[src/fdfp_pkg.sv]
package fdfp_pkg;

   localparam int OFFSET_BITS_DEFAULT = 24;

   localparam int FIELD_BITS = 24;
   localparam int VALUE_BITS = 64;

   localparam logic [7:0] CH_TERM = 8'h00;
   localparam logic [7:0] CH_LITTLE = "<";
   localparam logic [7:0] CH_BANG = "!";
   localparam logic [7:0] CH_BIG = ">";
   localparam logic [7:0] CH_PAD = "x";
   localparam logic [7:0] CH_STRING = "s";
   localparam logic [7:0] CH_ZERO = "0";
   localparam logic [7:0] CH_NINE = "9";
   localparam logic [3:0] DIGIT_BASE = 4'd10;

   typedef enum logic {
      OP_FORMAT = 1'b0,
      OP_VALUE  = 1'b1
   } op_type;

   typedef enum logic [1:0] {
      KIND_DATA  = 2'd0,
      KIND_FILL  = 2'd1,
      KIND_DONE  = 2'd2,
      KIND_ERROR = 2'd3
   } kind_type;

   typedef enum logic [2:0] {
      ERR_NONE        = 3'd0,
      ERR_EMPTY       = 3'd1,
      ERR_BAD_COUNT   = 3'd2,
      ERR_BAD_TYPE    = 3'd3,
      ERR_OVERFLOW    = 3'd4,
      ERR_OUT_OF_TURN = 3'd5
   } err_type;

   typedef enum logic [2:0] {
      PH_FORMAT  = 3'b001,
      PH_VALUES  = 3'b010,
      PH_DISCARD = 3'b100
   } phase_type;

   typedef struct packed {
      logic                  op;
      logic [7:0]            char_code;
      logic [VALUE_BITS-1:0] value;
   } req_type;

   typedef struct packed {
      kind_type              kind;
      logic [FIELD_BITS-1:0] offset;
      logic [FIELD_BITS-1:0] length;
      logic [VALUE_BITS-1:0] data;
      err_type               error_code;
   } rsp_type;

   function automatic logic [3:0] type_size(input logic [7:0] c);
      logic [3:0] size;
      case (c) inside
         "x", "s", "b", "B":           size = 4'd1;
         "h", "H":                     size = 4'd2;
         "i", "I", "l", "L", "f":      size = 4'd4;
         "q", "Q", "d":                size = 4'd8;
         default:                      size = 4'd0;
      endcase
      return size;
   endfunction

endpackage

[src/format_driven_field_packer.sv]
// Channel   Direction  Ports                Word
// req       in         req_valid/req_ready  op, char_code, value
// rsp       out        rsp_valid/rsp_ready  kind, offset, length, data, error_code
// csr       in         csr_valid/csr_ready  buffer_bytes
//
// One word is taken every cycle unless a stalled result holds the pipeline. The input register
// feeds one pass of format logic that updates the packer state and, when the word yields a result,
// loads the result register. Reset clears the state to the start of a format, big endian, and
// buffer_bytes to zero. A stalled result holds the pipeline; an empty input register still fills.
module format_driven_field_packer #(
   parameter int OFFSET_BITS = fdfp_pkg::OFFSET_BITS_DEFAULT
) (
   input  logic                                clock,
   input  logic                                reset,
   input  logic                                req_valid,
   output logic                                req_ready,
   input  logic                                req_op,
   input  logic [7:0]                          req_char_code,
   input  logic [fdfp_pkg::VALUE_BITS-1:0]     req_value,
   output logic                                rsp_valid,
   input  logic                                rsp_ready,
   output logic [1:0]                          rsp_kind,
   output logic [fdfp_pkg::FIELD_BITS-1:0]     rsp_offset,
   output logic [fdfp_pkg::FIELD_BITS-1:0]     rsp_length,
   output logic [fdfp_pkg::VALUE_BITS-1:0]     rsp_data,
   output logic [2:0]                          rsp_error_code,
   input  logic                                csr_valid,
   output logic                                csr_ready,
   input  logic [fdfp_pkg::FIELD_BITS-1:0]     csr_buffer_bytes
);
   import fdfp_pkg::*;

   logic                  in_valid_ff, in_valid_in;
   req_type               in_word_ff;
   logic                  rsp_valid_ff, rsp_valid_in;
   rsp_type               rsp_word_ff;
   logic [FIELD_BITS-1:0] buffer_ff;
   logic                  out_free;
   logic                  process;
   logic                  emit;
   rsp_type               word;

   assign out_free  = !rsp_valid_ff || rsp_ready;
   assign process   = in_valid_ff && out_free;
   assign req_ready = !in_valid_ff || process;
   assign csr_ready = 1'b1;

   assign in_valid_in  = req_ready ? req_valid : in_valid_ff;
   assign rsp_valid_in = out_free ? (process && emit) : rsp_valid_ff;

   always_ff @(posedge clock) begin
      if (reset) begin
         in_valid_ff  <= 1'b0;
         rsp_valid_ff <= 1'b0;
         buffer_ff    <= '0;
      end else begin
         in_valid_ff  <= in_valid_in;
         rsp_valid_ff <= rsp_valid_in;
         if (csr_valid && csr_ready) begin
            buffer_ff <= csr_buffer_bytes;
         end
      end
   end

   always_ff @(posedge clock) begin
      if (req_valid && req_ready) begin
         in_word_ff <= '{op: req_op, char_code: req_char_code, value: req_value};
      end
      if (process && emit) begin
         rsp_word_ff <= word;
      end
   end

   fdfp_engine #(
      .OFFSET_BITS(OFFSET_BITS)
   ) u_engine (
      .clock        (clock),
      .reset        (reset),
      .step         (process),
      .item         (in_word_ff),
      .buffer_bytes (buffer_ff),
      .emit         (emit),
      .word         (word)
   );

   assign rsp_valid      = rsp_valid_ff;
   assign rsp_kind       = rsp_word_ff.kind;
   assign rsp_offset     = rsp_word_ff.offset;
   assign rsp_length     = rsp_word_ff.length;
   assign rsp_data       = rsp_word_ff.data;
   assign rsp_error_code = rsp_word_ff.error_code;

`ifndef ASSERT_OFF
   a_err_only_on_error: assert property (@(posedge clock) disable iff (reset)
      rsp_valid && rsp_kind != KIND_ERROR |-> rsp_error_code == ERR_NONE)
      else $error("error code set on a result that is not an error");

   a_done_fields: assert property (@(posedge clock) disable iff (reset)
      rsp_valid && rsp_kind == KIND_DONE |-> rsp_offset == '0 && rsp_data == '0)
      else $error("done result carries offset or data");

   a_data_length: assert property (@(posedge clock) disable iff (reset)
      rsp_valid && rsp_kind == KIND_DATA |->
         (rsp_length == 24'd1 || rsp_length == 24'd2 || rsp_length == 24'd4 ||
          rsp_length == 24'd8))
      else $error("data write with an element size that no type has");
`endif

endmodule

[src/fdfp_engine.sv]
module fdfp_engine #(
   parameter int OFFSET_BITS = fdfp_pkg::OFFSET_BITS_DEFAULT
) (
   input  logic                                clock,
   input  logic                                reset,
   input  logic                                step,
   input  fdfp_pkg::req_type                   item,
   input  logic [fdfp_pkg::FIELD_BITS-1:0]     buffer_bytes,
   output logic                                emit,
   output fdfp_pkg::rsp_type                   word
);
   import fdfp_pkg::*;

   localparam int RCW = OFFSET_BITS + 1;
   localparam int NCW = OFFSET_BITS + 5;
   localparam int CW = (OFFSET_BITS > FIELD_BITS ? OFFSET_BITS : FIELD_BITS) + 4;
   localparam logic [RCW-1:0] CNT_SAT = RCW'(1) << OFFSET_BITS;
   localparam logic [CW-1:0] OFF_MAX = (CW'(1) << OFFSET_BITS) - CW'(1);

   phase_type              phase_ff, phase_in;
   logic                   little_ff, little_in;
   logic [RCW-1:0]         count_ff, count_in;
   logic                   seen_ff, seen_in;
   logic [OFFSET_BITS-1:0] pend_ff, pend_in;
   logic [3:0]             ebytes_ff, ebytes_in;
   logic [OFFSET_BITS-1:0] woff_ff, woff_in;
   logic                   first_ff, first_in;

   always_ff @(posedge clock) begin
      if (reset) begin
         phase_ff  <= PH_FORMAT;
         little_ff <= 1'b0;
         count_ff  <= '0;
         seen_ff   <= 1'b0;
         pend_ff   <= '0;
         ebytes_ff <= '0;
         woff_ff   <= '0;
         first_ff  <= 1'b1;
      end else begin
         phase_ff  <= phase_in;
         little_ff <= little_in;
         count_ff  <= count_in;
         seen_ff   <= seen_in;
         pend_ff   <= pend_in;
         ebytes_ff <= ebytes_in;
         woff_ff   <= woff_in;
         first_ff  <= first_in;
      end
   end

   always_comb begin
      logic                   term;
      logic                   go_new;
      logic                   go_fail;
      logic                   fail_term;
      err_type                fail_code;
      logic [NCW-1:0]         next_count;
      logic [RCW-1:0]         count;
      logic [3:0]             esz;
      logic [1:0]             shift;
      logic [CW-1:0]          limit;
      logic [CW-1:0]          size;
      logic [CW-1:0]          reach;
      logic [OFFSET_BITS-1:0] pend_dec;
      logic [VALUE_BITS-1:0]  bytes;
      logic [2:0]             src;

      phase_in  = phase_ff;
      little_in = little_ff;
      count_in  = count_ff;
      seen_in   = seen_ff;
      pend_in   = pend_ff;
      ebytes_in = ebytes_ff;
      woff_in   = woff_ff;
      first_in  = first_ff;
      emit      = 1'b0;
      word      = '{kind: KIND_DATA, offset: '0, length: '0, data: '0,
                    error_code: ERR_NONE};
      term      = (item.op == OP_FORMAT) && (item.char_code == CH_TERM);
      go_new    = 1'b0;
      go_fail   = 1'b0;
      fail_term = 1'b0;
      fail_code = ERR_NONE;

      next_count = (NCW'(count_ff) << 3) + (NCW'(count_ff) << 1)
                   + NCW'(item.char_code - CH_ZERO);
      count = seen_ff ? count_ff : RCW'(1);
      esz = type_size(item.char_code);
      shift = esz[3] ? 2'd3 : (esz[2] ? 2'd2 : (esz[1] ? 2'd1 : 2'd0));
      limit = (CW'(buffer_bytes) > OFF_MAX) ? OFF_MAX : CW'(buffer_bytes);
      size = CW'(count) << shift;
      reach = CW'(woff_ff) + size;
      pend_dec = (pend_ff == '0) ? '0 : pend_ff - OFFSET_BITS'(1);

      bytes = '0;
      for (int k = 0; k < 8; k++) begin
         src = little_ff ? 3'(k) : 3'(ebytes_ff - 4'd1 - 4'(k));
         if (4'(k) < ebytes_ff) begin
            bytes[8*k +: 8] = item.value[8*src +: 8];
         end
      end

      if (step) begin
         unique case (phase_ff)
            PH_DISCARD: begin
               go_new = term;
            end
            PH_VALUES: begin
               if (item.op == OP_FORMAT) begin
                  go_fail   = 1'b1;
                  fail_code = ERR_OUT_OF_TURN;
                  fail_term = term;
               end else begin
                  emit = 1'b1;
                  word.kind   = KIND_DATA;
                  word.offset = FIELD_BITS'(woff_ff);
                  word.length = FIELD_BITS'(ebytes_ff);
                  word.data   = bytes;
                  woff_in = woff_ff + OFFSET_BITS'(ebytes_ff);
                  pend_in = pend_dec;
                  if (pend_dec == '0) begin
                     phase_in = PH_FORMAT;
                  end
               end
            end
            PH_FORMAT: begin
               if (item.op == OP_VALUE) begin
                  go_fail   = 1'b1;
                  fail_code = ERR_OUT_OF_TURN;
               end else if (first_ff && term) begin
                  go_fail   = 1'b1;
                  fail_code = ERR_EMPTY;
                  fail_term = 1'b1;
               end else if (first_ff && (item.char_code == CH_LITTLE ||
                            item.char_code == CH_BANG || item.char_code == CH_BIG)) begin
                  first_in  = 1'b0;
                  little_in = (item.char_code == CH_LITTLE);
               end else begin
                  first_in = 1'b0;
                  if (item.char_code >= CH_ZERO && item.char_code <= CH_NINE) begin
                     count_in = (next_count > NCW'(CNT_SAT)) ? CNT_SAT : RCW'(next_count);
                     seen_in  = 1'b1;
                  end else if (seen_ff && count_ff == '0) begin
                     go_fail   = 1'b1;
                     fail_code = ERR_BAD_COUNT;
                     fail_term = term;
                  end else if (term) begin
                     if (seen_ff) begin
                        go_fail   = 1'b1;
                        fail_code = ERR_BAD_TYPE;
                        fail_term = 1'b1;
                     end else begin
                        emit = 1'b1;
                        word.kind   = KIND_DONE;
                        word.length = FIELD_BITS'(woff_ff);
                        go_new = 1'b1;
                     end
                  end else if (esz == 4'd0) begin
                     go_fail   = 1'b1;
                     fail_code = ERR_BAD_TYPE;
                  end else begin
                     count_in = '0;
                     seen_in  = 1'b0;
                     if (count[OFFSET_BITS] || reach > limit) begin
                        go_fail   = 1'b1;
                        fail_code = ERR_OVERFLOW;
                     end else if (item.char_code == CH_PAD) begin
                        emit = 1'b1;
                        word.kind   = KIND_FILL;
                        word.offset = FIELD_BITS'(woff_ff);
                        word.length = FIELD_BITS'(size);
                        woff_in = OFFSET_BITS'(reach);
                     end else begin
                        pend_in   = OFFSET_BITS'(count);
                        ebytes_in = esz;
                        phase_in  = PH_VALUES;
                     end
                  end
               end
            end
            default: begin
               go_new = 1'b1;
            end
         endcase
      end

      if (go_fail) begin
         emit = 1'b1;
         word = '{kind: KIND_ERROR, offset: FIELD_BITS'(woff_ff), length: '0,
                  data: '0, error_code: fail_code};
         if (fail_term) begin
            go_new = 1'b1;
         end else begin
            phase_in = PH_DISCARD;
         end
      end

      if (go_new) begin
         phase_in  = PH_FORMAT;
         little_in = 1'b0;
         count_in  = '0;
         seen_in   = 1'b0;
         pend_in   = '0;
         ebytes_in = '0;
         woff_in   = '0;
         first_in  = 1'b1;
      end
   end

endmodule
[config.mk]
export PLATFORM = sky130hd
export DESIGN_NAME = format_driven_field_packer
export DESIGN_NICKNAME = d
export VERILOG_FILES = /design/src/fdfp_pkg.sv /design/src/format_driven_field_packer.sv /design/src/fdfp_engine.sv
export SDC_FILE = /design/constraint.sdc
export NUM_CORES = 1
export LEC_CHECK = 0
export BUFFER_PORTS_ARGS = -buffer_cell sky130_fd_sc_hd__buf_2
export CORE_MARGIN = 10
export CORE_UTILIZATION = 40
export DETAILED_ROUTE_END_ITERATION = 8
export MAX_ROUTING_LAYER = met4
export PLACE_DENSITY = 0.61
export SETUP_SLACK_MARGIN = 0.15
export SYNTH_ARGS = -nofsm -noshare
export SYNTH_HDL_FRONTEND = slang
export SYNTH_SLANG_ARGS = --single-unit
[constraint.sdc]
create_clock -name clock -period 9.5 [get_ports clock]
set_input_delay 0.95 -clock clock [delete_from_list [all_inputs] [get_ports clock]]
set_output_delay 0.95 -clock clock [all_outputs]
set_load 0.01 [all_outputs]
==> results.toml <==
[sta]
setup_ws_ns = 1.00
period_share_pct = 89.4
fin_crit_ns = 8.50
rsz0062_at_grt = "no"
worstMarginPinSlew_ns = 1.20
setup_viol = 0
maxSlewViolCount = 0
fmax_mhz = 118
relSlewSlack_pct = 20.2
skew_ns = 0.0221
hold_viol = 0
setup_tns_ns = 0

[critical_path]
start_kind = "flip-flop"
worstPathRequired_ns = 9.75
critPathMaxStageDelay_ns = 0.82
cp_max_fo = 46
crit_path_end_kind = "flip-flop"
crit_type = "flip-flop to flip-flop"
arrival_ns = 8.74
cp_slowest_cell = "o311ai_0"
crit_top_cell = "a21oi_1"

[min_path]
hold_class = "flip-flop to flip-flop"

[route]
vias_per_cell = 5.86
drtAntennaViolNets = 0
dr.pass1.iters = 6
routed_wirelength_mm = 61.4
drtIter0Drc = 1644
vias = 16400
wl_per_cell_um = 22.0
drcViolationCount = 0

[grt]
grt_overflow = 0
grt_pass1_wl_mm = 93.8
grt_pass1_vias = 15800
grt_antenna_before_repair = 1
grt_max_degree = 74
grt_usage_pct = 21.4

[run]
cap_viol_max_count = 0

[final_layout]
nets = 2368
drive_gt1_share_pct = 16.5
syn2layout_area_growth_pct = 14.7
diodes = 0
fin_cells = 2792

[synth]
synthArstFlopShare_pct = 0
syn_area_mm2 = 0.0193
synth_cells = 1978
synth_edf_count = 190
synth-simple-area-share_pct = 16.4
synth_top_family_by_area = "simple AND/OR/NAND/NOR gates"
synth_top_cell_by_area = "edfxtp_1"
ys_top_cells_by_count = "nor2_1, nand2_1, edfxtp_1, mux2i_1, a21oi_1"
muxShareOfSynthArea_pct = 11.5
synth.area.top_cells = "edfxtp_1, dfxtp_1, mux2i_1"
synth_most_common_cell = "nor2_1"
synth-seq-cells = 299
syn-num-nets = 2196
post_synth_xor_area_fraction_pct = 2.73
synth_compound_area_share_pct = 16.1
yosysWarnings = 0
synth.distinct_cells = 86
synth_flop_cell = "edfxtp_1"
yosysTopAreaCellShare_pct = 29.6
ys_seq_area_share_pct = 40.9
yosys.area_share.adder_pct = 8.55
syn_avg_cell_area_um2 = 9.74

[clocking]
post_cts_buffers = 0
hold_buffers = 0
cts_buffers = 37
cts_resized = 0
cts.clk_slew.worst_paths_ns = 0.05
cts.path.max_buffers = 3
htreeDepth = 2
cts_tree = "yes"
clock_latency_ns = 0.57
root_buffer = "clkbuf_16"
numClockSinks = 299

[placement]
pre_cts_slack_ns = 1.20
post-dp-hpwl_mm = 46.2
place_congestion = 0.947
place_inst = 2726
portBuffers = 220

[die]
die_w_um = 239
rows = 80
die_area_mm2 = 0.0573
io_pins = 222
initial_utilization_pct = 40.4
core_area_mm2 = 0.0476
dieHeight_um = 239

[power]
p_leak_nw = 9.55
power_density_mw_per_mm2 = 148
ir_worst_vdd_v = 0.000121

[outcome]
status = "finished, final reports clean"
-- power by group --
group	internal (mW)	total, mW	switching, mW	leakage (nW)
logic	0.121	0.357	0.236	6.30
registers	1.45	1.48	0.0363	2.66
clock network	0.837	1.43	0.589	0.588
-- registers in the layout, indices dropped and copies added, names as in the netlist --
| name | flops |
|---|---|
| in_valid_ff | 1 |
| buffer_ff | 24 |
| rsp_length | 24 |
| rsp_valid | 1 |
| rsp_error_code | 3 |
| u_engine.ebytes_ff | 4 |
| rsp_data | 64 |
| u_engine.first_ff | 1 |
| u_engine.count_ff | 25 |
| in_word_ff | 73 |
| u_engine.phase_ff | 3 |
| u_engine.pend_ff | 24 |
| rsp_offset | 24 |
| u_engine.seen_ff | 1 |
| rsp_kind | 2 |
| u_engine.little_ff | 1 |
| u_engine.woff_ff | 24 |
-- final timing paths --
check	start	to	slack, ns	cells past startpoint
max	in_word_ff[68]	rsp_length[18]	1.00	35
min	u_engine.pend_ff[20]	u_engine.pend_ff[20]	0.49	2
max reg2reg	in_word_ff[68]	rsp_length[18]	1.00	35
min reg2reg	u_engine.pend_ff[20]	u_engine.pend_ff[20]	0.49	2
-- placed cells by master, fill, tap and decap left out, types with 20 or more instances in the layout --
cell type	instances
buf_2	220
nor4_1	20
dfxtp_1	109
fa_1	26
nand2_1	206
a21oi_1	145
clkbuf_16	37
a31oi_1	21
o21ai_0	67
ha_1	90
edfxtp_1	190
nand3_1	37
xnor2_1	34
a21o_1	34
mux4_2	32
a22oi_1	37
mux2i_1	146
inv_1	70
xor2_1	26
nor2_1	224
a211oi_1	21
nor3_1	28
and3_1	21
nor2b_1	39
-- area by class of cell --
| cell class | count | area (µm²) |
|---|---|---|
| repair buffers | 239 | 1260 |
| clock inverters | 21 | 260 |
| fillers | 4459 | 25500 |
| well taps | 615 | 769 |
| inverters | 70 | 263 |
| clock buffers | 45 | 956 |
| flip-flops and latches | 299 | 7890 |
| multi-input cells | 1503 | 10700 |
-- worst max-delay path: cells and delay by family, from the launching register on --
kind	cells	cell delay, ns
simple gates	11	1.59
buf+inv	4	1.04
fa+ha+maj	3	0.88
flops	1	0.50
compound gates	16	3.98
xor+xnor	1	0.13
-- cell families (layout without fill, tap and decap cells) --
family,Yosys count,count (layout)
and+or+nand+nor,678,678
other,1,1
DFF,299,299
xor gates and xnor gates,60,60
adders and majority gates,116,116
muxes,180,180
AOI/OAI and AO/OA,468,468
buffers and inverters,176,375
-- per-layer routing --
layer	track usage [%]	wire length, µm	up-vias
met4	5.90	1510	0
met5	-	0	-
met1	28.2	26900	8026
li1	-	-	7646
met2	33.7	29100	590
met3	3.32	3960	106
-- per-stage QoR --
stage / cell area, µm² / total power [mW] / hold WS, ns / util (%)
2_1_floorplan: 19300 / 1.73 / 0.458 / -
3_3_place_gp: 20900 / 1.86 / 0.475 / 43.8
4_1_cts: 22100 / 3.29 / 0.493 / 46.4
5_1_grt: 22100 / 3.38 / 0.521 / 46.4
6_report: 22100 / 3.27 / 0.488 / 46.4
3_5_place_dp: 20900 / 1.87 / 0.483 / 43.8
(Power assumes the default switching activity.)
